[config.mk]
export PLATFORM = sky130hd
export DESIGN_NAME = simplex_sgd_weight_update
export DESIGN_NICKNAME = d
export VERILOG_FILES = /design/src/rtl/ssgd_pkg.sv /design/src/rtl/ssgd_ctrl.sv /design/src/rtl/ssgd_dp.sv /design/src/rtl/simplex_sgd_weight_update.sv
export SDC_FILE = /design/constraint.sdc
export NUM_CORES = 2
export LEC_CHECK = 0
export BUFFER_PORTS_ARGS = -buffer_cell sky130_fd_sc_hd__buf_2
export CAP_MARGIN = 25
export CORE_UTILIZATION = 45
export CTS_BUF_LIST = sky130_fd_sc_hd__clkbuf_4 sky130_fd_sc_hd__clkbuf_8 sky130_fd_sc_hd__clkbuf_16
export CTS_CLUSTER_DIAMETER = 150
export DETAILED_ROUTE_END_ITERATION = 8
export GPL_TIMING_DRIVEN = 0
export HOLD_SLACK_MARGIN = 0.1
export SYNTH_ARGS = -nofsm -noshare
export SYNTH_HDL_FRONTEND = slang
export SYNTH_HIERARCHICAL = 1
export SYNTH_SLANG_ARGS = --single-unit
export TNS_END_PERCENT = 10
[constraint.sdc]
create_clock -name clk -period 11.6 [get_ports clk]
set_input_delay 1.74 -clock clk [delete_from_list [all_inputs] [get_ports clk]]
set_output_delay 1.74 -clock clk [all_outputs]
set_load 0.01 [all_outputs]
[src/rtl/ssgd_pkg.sv]
// shared types and constants for the simplex sgd weight update block
// no dependencies
`default_nettype none
package ssgd_pkg;

  localparam int FRAC_BITS = 15;
  localparam int ONE       = 1 << FRAC_BITS;
  localparam int STEP_MAX  = 1 << 24;

  localparam int FIELD_W = 16;          // feature, target, weight fields
  localparam int STEP_W  = 25;          // step count
  localparam int PRED_W  = 18;          // unsaturated prediction, error magnitude
  localparam int VAL_W   = 18;          // updated weight before normalization
  localparam int SUM_W   = 20;          // sum of four updated weights
  localparam int SQ_W    = 41;          // (step + 1) << 16
  localparam int ROOT_W  = 21;          // isqrt result
  localparam int ETA_W   = 32;          // learning rate in q0.32
  localparam int REM_W   = 21;          // shared divider remainder

  localparam int SQRT_STEPS = 21;
  localparam int ETA_STEPS  = 32;
  localparam int NORM_STEPS = 16;

  localparam logic [FIELD_W-1:0] W0_RESET = FIELD_W'((45 * ONE + 50) / 100);
  localparam logic [FIELD_W-1:0] W1_RESET = FIELD_W'((10 * ONE + 50) / 100);
  localparam logic [FIELD_W-1:0] W2_RESET = FIELD_W'((25 * ONE + 50) / 100);
  localparam logic [FIELD_W-1:0] W3_RESET = FIELD_W'((20 * ONE + 50) / 100);

  localparam logic [FIELD_W-1:0] BASE_RATE_RESET = 16'd6554;

  // register index of the configuration port
  localparam logic REG_BASE_RATE = 1'b0;

  typedef enum logic [2:0] {
    ST_IDLE,
    ST_PRED,
    ST_SQRT,
    ST_ETA,
    ST_UPD_T,
    ST_UPD_D,
    ST_NORM,
    ST_DONE
  } state_t;

  typedef struct packed {
    logic       load;
    logic       pred;
    logic       sqrt;
    logic       eta;
    logic       upd_t;
    logic       upd_d;
    logic       norm;
    logic       finish;
    logic [1:0] idx;
    logic [5:0] cnt;
  } cmd_t;

endpackage
`default_nettype wire

[src/rtl/ssgd_ctrl.sv]
// sequencer for the weight update: walks prediction, root, rate, update and normalize phases
// depends on ssgd_pkg
`default_nettype none
module ssgd_ctrl (
  input  wire              clk,
  input  wire              rst,
  input  wire              item_valid,
  input  wire              out_free,
  output logic             busy,
  output ssgd_pkg::cmd_t   cmd
);
  import ssgd_pkg::*;

  state_t     state, state_next;
  logic [1:0] idx, idx_next;
  logic [5:0] cnt, cnt_next;

  always_ff @(posedge clk) begin
    if (rst) begin
      state <= ST_IDLE;
      idx   <= '0;
      cnt   <= '0;
    end else begin
      state <= state_next;
      idx   <= idx_next;
      cnt   <= cnt_next;
    end
  end

  always_comb begin
    state_next = state;
    idx_next   = idx;
    cnt_next   = cnt;
    cmd        = '0;
    cmd.idx    = idx;
    cmd.cnt    = cnt;
    busy       = (state != ST_IDLE);
    unique case (state)
      ST_IDLE: begin
        if (item_valid) begin
          cmd.load   = 1'b1;
          state_next = ST_PRED;
          idx_next   = '0;
        end
      end
      ST_PRED: begin
        cmd.pred = 1'b1;
        idx_next = idx + 2'd1;
        if (idx == 2'd3) begin
          state_next = ST_SQRT;
          cnt_next   = '0;
        end
      end
      ST_SQRT: begin
        cmd.sqrt = 1'b1;
        cnt_next = cnt + 6'd1;
        if (cnt == 6'(SQRT_STEPS - 1)) begin
          state_next = ST_ETA;
          cnt_next   = '0;
        end
      end
      ST_ETA: begin
        cmd.eta  = 1'b1;
        cnt_next = cnt + 6'd1;
        if (cnt == 6'(ETA_STEPS - 1)) begin
          state_next = ST_UPD_T;
          cnt_next   = '0;
          idx_next   = '0;
        end
      end
      ST_UPD_T: begin
        cmd.upd_t  = 1'b1;
        state_next = ST_UPD_D;
      end
      ST_UPD_D: begin
        cmd.upd_d = 1'b1;
        idx_next  = idx + 2'd1;
        if (idx == 2'd3) begin
          state_next = ST_NORM;
          cnt_next   = '0;
        end else begin
          state_next = ST_UPD_T;
        end
      end
      ST_NORM: begin
        cmd.norm = 1'b1;
        cnt_next = cnt + 6'd1;
        if (cnt == 6'(NORM_STEPS - 1)) begin
          cnt_next = '0;
          idx_next = idx + 2'd1;
          if (idx == 2'd3) begin
            state_next = ST_DONE;
          end
        end
      end
      ST_DONE: begin
        if (out_free) begin
          cmd.finish = 1'b1;
          state_next = ST_IDLE;
        end
      end
      default: state_next = ST_IDLE;
    endcase
  end

endmodule
`default_nettype wire

[src/rtl/ssgd_dp.sv]
// datapath: weight store, step count, shared multiplier steps, isqrt and divider
// depends on ssgd_pkg
`default_nettype none
module ssgd_dp (
  input  wire                            clk,
  input  wire                            rst,
  input  ssgd_pkg::cmd_t                 cmd,
  input  wire [ssgd_pkg::FIELD_W-1:0]    base_rate,
  input  wire [ssgd_pkg::FIELD_W-1:0]    feature_neighborhood,
  input  wire [ssgd_pkg::FIELD_W-1:0]    feature_center,
  input  wire [ssgd_pkg::FIELD_W-1:0]    feature_coverage,
  input  wire [ssgd_pkg::FIELD_W-1:0]    feature_relation,
  input  wire [ssgd_pkg::FIELD_W-1:0]    target,
  output logic [ssgd_pkg::FIELD_W-1:0]   prediction,
  output logic [ssgd_pkg::FIELD_W-1:0]   weight_neighborhood,
  output logic [ssgd_pkg::FIELD_W-1:0]   weight_center,
  output logic [ssgd_pkg::FIELD_W-1:0]   weight_coverage,
  output logic [ssgd_pkg::FIELD_W-1:0]   weight_relation,
  output logic [ssgd_pkg::STEP_W-1:0]    updates_done
);
  import ssgd_pkg::*;

  logic [FIELD_W-1:0] weights [4];
  logic [FIELD_W-1:0] x [4];
  logic [FIELD_W-1:0] tgt;
  logic [STEP_W-1:0]  step;
  logic [PRED_W-1:0]  pred;
  logic [SQ_W-1:0]    sq_v, sq_r, sq_bit;
  logic [ETA_W-1:0]   eta;
  logic [REM_W-1:0]   rem;
  logic [FIELD_W-1:0] quo;
  logic [PRED_W-1:0]  t;
  logic [VAL_W-1:0]   vals [4];
  logic [SUM_W-1:0]   sum;

  function automatic logic [FIELD_W-1:0] sat_one(input logic [FIELD_W-1:0] v);
    return (v > FIELD_W'(ONE)) ? FIELD_W'(ONE) : v;
  endfunction

  // prediction term
  logic [2*FIELD_W-1:0] pmul;
  assign pmul = weights[cmd.idx] * x[cmd.idx];

  // error sign and magnitude
  logic              neg;
  logic [PRED_W-1:0] mag;
  assign neg = pred > {2'b00, tgt};
  assign mag = neg ? (pred - {2'b00, tgt}) : ({2'b00, tgt} - pred);

  logic [PRED_W+FIELD_W-1:0] tmul;
  assign tmul = mag * x[cmd.idx];

  logic [PRED_W+ETA_W-1:0] dmul;
  logic [VAL_W-1:0]        d, w_ext, v_new;
  assign dmul  = t * eta;
  assign d     = dmul[PRED_W+ETA_W-1:ETA_W];
  assign w_ext = VAL_W'(weights[cmd.idx]);
  always_comb begin
    if (neg) v_new = (d > w_ext) ? '0 : (w_ext - d);
    else     v_new = w_ext + d;
  end

  // isqrt step
  logic [SQ_W-1:0] sq_try;
  assign sq_try = sq_r + sq_bit;

  // shared restoring divider step
  logic [REM_W-1:0] div_cur, div_den, div_rem;
  logic             div_bit, div_ge;
  logic [REM_W:0]   div_sh;
  logic [SUM_W-1:0] sum_floor;
  assign sum_floor = (sum == '0) ? SUM_W'(1) : sum;
  always_comb begin
    if (cmd.eta) begin
      div_den = sq_r[REM_W-1:0];
      div_cur = (cmd.cnt == '0) ? REM_W'(base_rate[FIELD_W-1:8]) : rem;
      div_bit = (cmd.cnt < 6'd8) ? base_rate[3'd7 - cmd.cnt[2:0]] : 1'b0;
    end else begin
      div_den = REM_W'(sum_floor);
      div_cur = (cmd.cnt == '0) ? REM_W'(vals[cmd.idx][VAL_W-1:1]) : rem;
      div_bit = (cmd.cnt == '0) ? vals[cmd.idx][0] : 1'b0;
    end
    div_sh  = {div_cur, div_bit};
    div_ge  = div_sh >= {1'b0, div_den};
    div_rem = div_ge ? REM_W'(div_sh - {1'b0, div_den}) : div_sh[REM_W-1:0];
  end

  always_ff @(posedge clk) begin
    if (rst) begin
      weights[0] <= W0_RESET;
      weights[1] <= W1_RESET;
      weights[2] <= W2_RESET;
      weights[3] <= W3_RESET;
      step       <= '0;
    end else begin
      if (cmd.norm && cmd.cnt == 6'(NORM_STEPS - 1)) begin
        weights[cmd.idx] <= {quo[FIELD_W-2:0], div_ge};
      end
      if (cmd.finish) begin
        step <= updates_done;
      end
    end
  end

  always_ff @(posedge clk) begin
    if (cmd.load) begin
      x[0]   <= sat_one(feature_neighborhood);
      x[1]   <= sat_one(feature_center);
      x[2]   <= sat_one(feature_coverage);
      x[3]   <= sat_one(feature_relation);
      tgt    <= sat_one(target);
      pred   <= '0;
      sum    <= '0;
      sq_v   <= {(STEP_W'(step) + STEP_W'(1)), 16'h0000};
      sq_r   <= '0;
      sq_bit <= SQ_W'(1) << (SQ_W - 1);
    end
    if (cmd.pred) begin
      pred <= pred + PRED_W'(pmul[2*FIELD_W-1:FRAC_BITS]);
    end
    if (cmd.sqrt) begin
      if (sq_v >= sq_try) begin
        sq_v <= sq_v - sq_try;
        sq_r <= (sq_r >> 1) + sq_bit;
      end else begin
        sq_r <= sq_r >> 1;
      end
      sq_bit <= sq_bit >> 2;
    end
    if (cmd.eta || cmd.norm) begin
      rem <= div_rem;
    end
    if (cmd.eta) begin
      eta <= {eta[ETA_W-2:0], div_ge};
    end
    if (cmd.norm) begin
      quo <= {quo[FIELD_W-2:0], div_ge};
    end
    if (cmd.upd_t) begin
      t <= tmul[PRED_W+FRAC_BITS-1:FRAC_BITS];
    end
    if (cmd.upd_d) begin
      vals[cmd.idx] <= v_new;
      sum           <= sum + SUM_W'(v_new);
    end
  end

  assign prediction = (pred > PRED_W'(ONE)) ? FIELD_W'(ONE) : pred[FIELD_W-1:0];
  assign weight_neighborhood = weights[0];
  assign weight_center       = weights[1];
  assign weight_coverage     = weights[2];
  assign weight_relation     = weights[3];
  assign updates_done = (step < STEP_W'(STEP_MAX)) ? (step + STEP_W'(1)) : step;

endmodule
`default_nettype wire

[src/rtl/simplex_sgd_weight_update.sv]
// top level of the simplex sgd weight update: apb register, handshakes, result register
// depends on ssgd_pkg, ssgd_ctrl, ssgd_dp
// a word runs through predict, isqrt, rate divide, update, normalize and hand-off
// phases in turn; a new word is taken only after the last result is handed off, and the pace is
// set by the serial isqrt and the shared one-bit-per-cycle divider
// reset: synchronous, restores the initial weights, clears the step count, base_rate 6554
`default_nettype none
module simplex_sgd_weight_update (
  input  wire         clk,
  input  wire         rst,
  // apb configuration port
  input  wire         psel,
  input  wire         penable,
  input  wire         pwrite,
  input  wire  [2:0]  paddr,
  input  wire  [31:0] pwdata,
  output logic [31:0] prdata,
  output logic        pready,
  // input word
  input  wire         item_valid,
  output logic        item_stall,
  input  wire  [15:0] feature_neighborhood,
  input  wire  [15:0] feature_center,
  input  wire  [15:0] feature_coverage,
  input  wire  [15:0] feature_relation,
  input  wire  [15:0] target,
  // result word
  output logic        result_valid,
  input  wire         result_stall,
  output logic [15:0] prediction,
  output logic [15:0] weight_neighborhood,
  output logic [15:0] weight_center,
  output logic [15:0] weight_coverage,
  output logic [15:0] weight_relation,
  output logic [24:0] updates_done
);
  import ssgd_pkg::*;

  logic [FIELD_W-1:0] base_rate;
  logic               busy;
  logic               out_free;
  cmd_t               cmd;

  logic [FIELD_W-1:0] dp_pred, dp_w0, dp_w1, dp_w2, dp_w3;
  logic [STEP_W-1:0]  dp_steps;

  // register index is the word address
  logic reg_idx;
  assign reg_idx = paddr[2];

  assign pready = 1'b1;

  always_ff @(posedge clk) begin
    if (rst) begin
      base_rate <= BASE_RATE_RESET;
    end else if (psel && penable && pwrite && reg_idx == REG_BASE_RATE) begin
      base_rate <= pwdata[FIELD_W-1:0];
    end
  end

  always_comb begin
    prdata = '0;
    if (reg_idx == REG_BASE_RATE) prdata = {16'h0000, base_rate};
  end

  // new word taken only while the sequencer idles; the result register
  // frees the sequencer as soon as the word is handed over
  assign item_stall = busy;
  assign out_free   = !result_valid || !result_stall;

  ssgd_ctrl u_ctrl (
    .clk        (clk),
    .rst        (rst),
    .item_valid (item_valid),
    .out_free   (out_free),
    .busy       (busy),
    .cmd        (cmd)
  );

  ssgd_dp u_dp (
    .clk                  (clk),
    .rst                  (rst),
    .cmd                  (cmd),
    .base_rate            (base_rate),
    .feature_neighborhood (feature_neighborhood),
    .feature_center       (feature_center),
    .feature_coverage     (feature_coverage),
    .feature_relation     (feature_relation),
    .target               (target),
    .prediction           (dp_pred),
    .weight_neighborhood  (dp_w0),
    .weight_center        (dp_w1),
    .weight_coverage      (dp_w2),
    .weight_relation      (dp_w3),
    .updates_done         (dp_steps)
  );

  // result register
  always_ff @(posedge clk) begin
    if (rst) begin
      result_valid <= 1'b0;
    end else if (cmd.finish) begin
      result_valid <= 1'b1;
    end else if (!result_stall) begin
      result_valid <= 1'b0;
    end
  end

  always_ff @(posedge clk) begin
    if (cmd.finish) begin
      prediction          <= dp_pred;
      weight_neighborhood <= dp_w0;
      weight_center       <= dp_w1;
      weight_coverage     <= dp_w2;
      weight_relation     <= dp_w3;
      updates_done        <= dp_steps;
    end
  end

endmodule
`default_nettype wire
After elaboration in Yosys (flattened, before gate mapping)
Memory sizes are Yosys's and may differ from the RTL's. A register that Yosys moved wholly into a read port is not among the register bits.
Cells that the tools add are included.

storage, ports and cells
  flip-flop bits (word level) = 337
  RAM bits = 200
  output and inout bits = 140
  word-level logic and storage cells = 175
  memories = 3

operators by class
  add/sub/neg operators = 14
  multipliers = 3
  $lt $le $gt $ge = 13
  eq/ne operators = 20
  mux-type cells = 80
  bitwise operators = 1
  reductions and logical operators = 22

memories
  name          depth  width  rd ports  clocked after memory_dff  wr ports  line           source
  u_dp.vals     4      18     1         1                         1         ssgd_dp.sv:33  logic [VAL_W-1:0] vals [4];
  u_dp.weights  4      16     5         5                         4         ssgd_dp.sv:23  logic [FIELD_W-1:0] weights [4];
  u_dp.x        4      16     1         1                         4         ssgd_dp.sv:24  logic [FIELD_W-1:0] x [4];

operators with widths
  operator                                                         count
  41-bit 2-to-1 mux                                                6
  21-bit 2-to-1 mux                                                5
  16-bit 2-to-1 mux                                                6
  18-bit 2-to-1 mux                                                5
  16-bit greater-than comparator, second input constant            5
  39-bit 2-to-1 mux                                                2
  20-bit 2-to-1 mux                                                3
  18-bit by 32-bit multiplier with 50-bit output                   1
  40-bit by 41-bit adder with 41-bit output                        1
  41-bit adder                                                     1
  41-bit greater-or-equal comparator                               1
  41-bit subtractor                                                1
  18-bit by 16-bit greater-than comparator with 1-bit output       2
  16-bit by 18-bit subtractor with 18-bit output                   2
  18-bit by 16-bit multiplier with 33-bit output                   1
  16-bit by 16-bit multiplier with 32-bit output                   1
  1-bit 2-to-1 mux                                                 26
  25-bit by 1-bit adder with 25-bit output, second input constant  1
  25-bit less-than comparator, second input constant               1
  25-bit 2-to-1 mux                                                1
  6-bit 2-to-1 mux                                                 4
  3-bit case mux with 8 select lines                               1
  6-bit case mux with 4 select lines                               1
  22-bit by 21-bit greater-or-equal comparator with 1-bit output   1
  other kinds (38)                                                 74

Longest topological paths before layout
  depth after elaboration = 8
  depth in mapped cells = 54
  gate-level depth less buffers = 53

Cells and area by module
Netlist, hierarchy kept.

modules (own cells, without submodules)
  module                     times used  cells each  area an instance (um^2)  sequential area each (um^2)
  ssgd_dp                    1           6,675       63,053.0                 13,382.8
  simplex_sgd_weight_update  1           215         4,137.7                  3,493.4
  ssgd_ctrl                  1           94          782.0                    220.2

Worst setup path before layout
OpenSTA, ideal clock, no wires.

  path kind = reg2reg
  from = register u_dp.eta[18]
  to = register u_dp.sum[19], data pin
  setup time = 255 ps
  data arrival time = 10,547 ps
  data required time = 11,345 ps
  slack = 798 ps
  cell stages (with the launch flop) = 48
  path buffers = 3
  cell sequence = edfxtp_1 > clkbuf_1 > clkbuf_1 > nand2_1 > fa_1 > fa_1 > fa_1 > inv_1 > fa_1 > fa_1 > inv_1 > fa_1 > inv_1 > ha_1 > and4_1 > a221oi_1 > nand3b_1 > o211ai_1 > [12 not listed] > o21ba_2 > nor2_1 > a211oi_4 > buf_4 > a21o_1 > ha_1 > a21o_1 > a21oi_1 > o21ai_0 > a21oi_1 > o21ai_0 > a211o_1 > nand2_1 > o21ai_0 > o41a_1 > a41oi_1 > xnor2_1 > and2_1

on the way
  word-level cells in the longest chain between the ends = 6

ends and longest elaborated chain
  item                                                                                                                                 line            source
  from (decl)                                                                                                                          ssgd_dp.sv:29   logic [ETA_W-1:0] eta;
  from (signal assigned)                                                                                                               ssgd_dp.sv:134  eta <= {eta[ETA_W-2:0], div_ge};
  18-bit by 32-bit multiplier with 50-bit output (*)                                                                                   ssgd_dp.sv:55   assign dmul = t * eta;
  16-bit by 18-bit subtractor with 18-bit output / 18-bit by 16-bit greater-than comparator with 1-bit output (equally long branches)  ssgd_dp.sv:59   if (neg) v_new = (d > w_ext) ? '0 : (w_ext - d);
  18-bit 2-to-1 mux                                                                                                                    ssgd_dp.sv:59
  18-bit 2-to-1 mux (*)                                                                                                                ssgd_dp.sv:59
  net u_dp.v_new[1]                                                                                                                    ssgd_dp.sv:54   logic [VAL_W-1:0] d, w_ext, v_new;
  20-bit by 18-bit adder with 20-bit output (*)                                                                                        ssgd_dp.sv:144  sum <= sum + SUM_W'(v_new);
  20-bit 2-to-1 mux (*)                                                                                                                ssgd_dp.sv:142  if (cmd.upd_d) begin
  to (signal assigned)                                                                                                                 ssgd_dp.sv:144
  to (decl)                                                                                                                            ssgd_dp.sv:34   logic [SUM_W-1:0] sum;

Mark *: on every way through the listed nets, which the timed path passes. The rest lies on a longest branch.
A chain may end at the register's enable or synchronous reset.

Worst setup path after layout
  from = register u_dp.t[0]
  to = register u_dp.sum[19], data pin

on the way
  word-level cells in the longest chain between the ends = 6

ends and longest elaborated chain
  item                                                                                                                                 line            source
  from (decl)                                                                                                                          ssgd_dp.sv:32   logic [PRED_W-1:0] t;
  from (signal assigned)                                                                                                               ssgd_dp.sv:140  t <= tmul[PRED_W+FRAC_BITS-1:FRAC_BITS];
  18-bit by 32-bit multiplier with 50-bit output (*)                                                                                   ssgd_dp.sv:55
  16-bit by 18-bit subtractor with 18-bit output / 18-bit by 16-bit greater-than comparator with 1-bit output (equally long branches)  ssgd_dp.sv:59
  18-bit 2-to-1 mux                                                                                                                    ssgd_dp.sv:59
  18-bit 2-to-1 mux (*)                                                                                                                ssgd_dp.sv:59
  net u_dp.v_new[8]                                                                                                                    ssgd_dp.sv:54
  20-bit by 18-bit adder with 20-bit output (*)                                                                                        ssgd_dp.sv:144
  20-bit 2-to-1 mux (*)                                                                                                                ssgd_dp.sv:142

Marks and branches as above.

==> results.py <==
metrics = {
    "run_status": {
        "status": "finished clean",
    },
    "setup_path": {
        "r2r_cells": 48,
        "cp-end-kind": "flop",
        "r2r-start": "u_dp/t[0]",
        "worstPathMaxFanout": 10,
        "slowest_stage": "clkbuf_1",
        "worstPathRequired_ps": 12020,
        "setup.worst_path.start_class": "flop",
        "worst-endpoint-arrival_ps": 11930,
        "r2r_slack_ps": 90,
        "path_class": "reg2reg",
        "cp_slowest_stage_delay_ps": 670,
        "reg2reg_to": "u_dp/sum[19]",
    },
    "clock_tree": {
        "cts_root_buf": "clkbuf_16",
        "htree_levels": 3,
        "clkTransAtPathRegs_ps": 50,
        "cts_tree": "built",
        "clock_sinks": 601,
        "clk_latency_ps": 720,
        "numCtsBuffers": 75,
        "clk_path_buf_depth": 3,
    },
    "timing": {
        "fmax_mhz": 86.85,
        "worst_slack_ps": 86.13,
        "slew_violations": 0,
        "rsz0062_at_grt": "true",
        "finalCriticalPeriod_ps": 11510,
        "finalCritPeriodShare_pct": 99.26,
        "final-setup-viol-count": 0,
        "fin_skew_ps": 62.63,
        "max_slew_margin_pct": 30.30,
        "hold_viol": 0,
        "tightest_slew_ps": 1045,
    },
    "final_layout": {
        "nets": 8927,
        "area_delta_synth_final_pct": 11.58,
        "nFillCells": 14046,
        "finalNonFillerCells": 9457,
        "drive_gt1_share_pct": 10.81,
    },
    "drt": {
        "drt_wl_total_mm": 202.1,
        "viasPerCell": 5.372,
        "firstDrtPassIters": 6,
        "num_vias": 50802,
        "drc": 0,
        "ant_nets": 0,
        "wire_per_inst_um": 21.37,
        "drt_iter0_markers": 3494,
    },
    "yosys": {
        "ys_seq_area_share_pct": 25.15,
        "syn_area_per_cell_um2": 9.733,
        "syn_inst": 6984,
        "synth_top_cell_area_share_pct": 26.48,
        "synth-seq-cells": 601,
        "syn_area_um2": 67970,
        "synth_edf_count": 506,
        "synth_cell_types": 103,
        "ys_warn_count": 6,
        "yosys-top-cells-area": "fa_1, edfxtp_1, ha_1",
        "yosys.area.top_type": "fa_1",
        "ys.flop_type": "edfxtp_1",
        "async_flop_share_pct": 0,
    },
    "floorplanning": {
        "rows": 142,
        "dieArea_um2": 152600,
        "start_util_pct": 45.33,
        "die_h_um": 390.7,
        "die_width_um": 390.7,
        "core_um2": 150000,
        "io_pins": 262,
    },
    "job": {
        "maxCapViolCount": 0,
    },
    "global_routing": {
        "grt_antenna_before_repair": 6,
        "grt_start_max_net_pins": 62,
        "track_usage_pct": 26.93,
        "grt_pass1_wl_mm": 311.2,
        "first_global_vias": 52215,
        "grt-ovfl-total": 0,
    },
    "worst_hold_path": {
        "min_to": "weight_relation[13]",
        "min_path_cells": 0,
        "hold_start": "u_dp/weights[3][13]",
        "worst_hold_path_type": "reg2reg",
    },
    "placement": {
        "io_buffer_count": 221,
        "dp_cells": 9254,
        "routabilityCongestion": 0.9245,
        "preCtsSetupSlack_ps": -2560,
        "dp_hpwl_mm": 164.7,
    },
}
-- worst max-delay path, delay by kind of cell (launching register included) --
family	cells	cell delay, ps
compound gates	18	3980
fa+ha+maj	8	3490
buf+inv	9	1540
simple gates	11	1400
flops	1	570
xor+xnor	2	210
-- how the worst max path moves through the flow --
stage / from / end / slack [ps]
4_1_cts: u_dp/t[6] / u_dp/sum[19] / -10
5_1_grt: u_dp/t[6] / u_dp/sum[17] / -410
2_1_floorplan: u_dp/eta[18] / u_dp/sum[19] / 800
6_report: u_dp/t[0] / u_dp/sum[19] / 90
3_3_place_gp: u_dp/eta[17] / u_dp/sum[19] / -2440
3_5_place_dp: u_dp/eta[17] / u_dp/sum[19] / -2560
-- metrics by stage --
step | TNS [ps] | cell area [um^2] | hold WS, ps | util (%)
global route | -2107 | 75840 | 462.0 | 50.57
floorplan | 0 | 68030 | 420.4 | -
global placement | -41610 | 71660 | 427.1 | 47.79
CTS | -9.757 | 75530 | 429.5 | 50.37
detailed placement | -46810 | 71980 | 430.8 | 48.00
finish | 0 | 75840 | 446.3 | 50.58
-- placed cells by master, fill, tap and decap left out, types with 26 or more instances in the layout --
master / instances
fa_1: 898
a21o_1: 63
nor4_1: 29
xor2_1: 128
clkbuf_2: 48
and3_1: 38
clkbuf_16: 77
nor3_1: 58
nand2b_1: 76
nand2_1: 987
and2_1: 345
inv_1: 1194
clkbuf_1: 163
or3_1: 35
dfxtp_1: 95
clkbuf_4: 38
o21a_1: 30
mux2_2: 27
a31oi_1: 40
a211oi_1: 26
o21bai_1: 34
nand3_1: 55
edfxtp_1: 506
o21ai_0: 163
nor2b_1: 148
mux2i_1: 71
buf_4: 87
ha_1: 526
nor2_1: 322
buf_2: 251
o211ai_1: 28
xnor2_1: 145
mux4_2: 44
a21oi_1: 179
-- logic make-up after synthesis --
logic type      count (synthesis)  synth area share, %
other cells                     2              0.01105
fa+ha+maj                    1428                36.21
xor+xnor                      283                3.680
buf+inv                      1521                8.666
simple gates                 2212                15.49
mux                           145                3.011
flops                         601                25.15
compound gates                792                7.777
-- repair_timing --
action,CTS,global route
pin swaps,17,25
setup buffers,52,8
hold buffers,0,0
endpoints found under the hold margin,0,0
endpoints found under the setup margin,80,15
resized for setup,204,62
-- cells in the mapped netlist, types with 38 or more instances --
cell / instances
dfxtp_1: 95
xor2_1: 131
edfxtp_1: 506
mux2i_1: 71
mux4_2: 44
inv_1: 1195
and2_1: 345
nand2b_1: 76
a21oi_1: 197
nor3_1: 58
clkbuf_1: 259
nand3_1: 56
and3_1: 38
a21o_1: 64
o21ai_0: 173
nor2_1: 332
a31oi_1: 44
xnor2_1: 149
nand2_1: 989
fa_1: 899
ha_1: 529
nor2b_1: 149
-- cell type report --
| type | instances | area [um^2] | area share (%) |
|---|---|---|---|
| Multi-Input combinational cell | 4877 | 45550 | 60.06 |
| Clock inverter | 47 | 520.5 | 0.6863 |
| Buffer | 321 | 1709 | 2.254 |
| Antenna cell | 5 | 12.51 | 0.01650 |
| Clock buffer | 89 | 2029 | 2.676 |
| Timing Repair Buffer | 305 | 1913 | 2.522 |
| Tap cell | 2016 | 2522 | 3.326 |
| Inverter | 1196 | 4489 | 5.919 |
| Sequential cell | 601 | 17100 | 22.54 |
-- sequential cells by signal (all words and copies together), names as in the netlist, 16 cells and up --
signal / count
weight_center: 16
u_dp/eta: 32
u_dp/sq_v: 41
u_dp/sum: 20
weight_coverage: 16
weight_neighborhood: 16
u_dp/sq_bit: 21
weight_relation: 16
base_rate: 16
u_dp/tgt: 16
u_dp/rem: 21
u_dp/sq_r: 41
u_dp/weights: 64
prediction: 16
u_dp/x: 64
u_dp/step: 25
updates_done: 25
u_dp/t: 18
u_dp/pred: 18
u_dp/vals: 72
-- layer usage --
layer,vias to the layer above,part of all wire [%],GRT usage [%]
met1,25521,40,34.49
met5,-,0,0
li1,23152,-,-
met3,378,6.3,3.467
met2,1751,49,45.70
met4,0,4.7,11.49
Power is left out: the tool's default activity adds up to more than one toggle a clock period on the data nets, which glitch-free logic cannot reach.
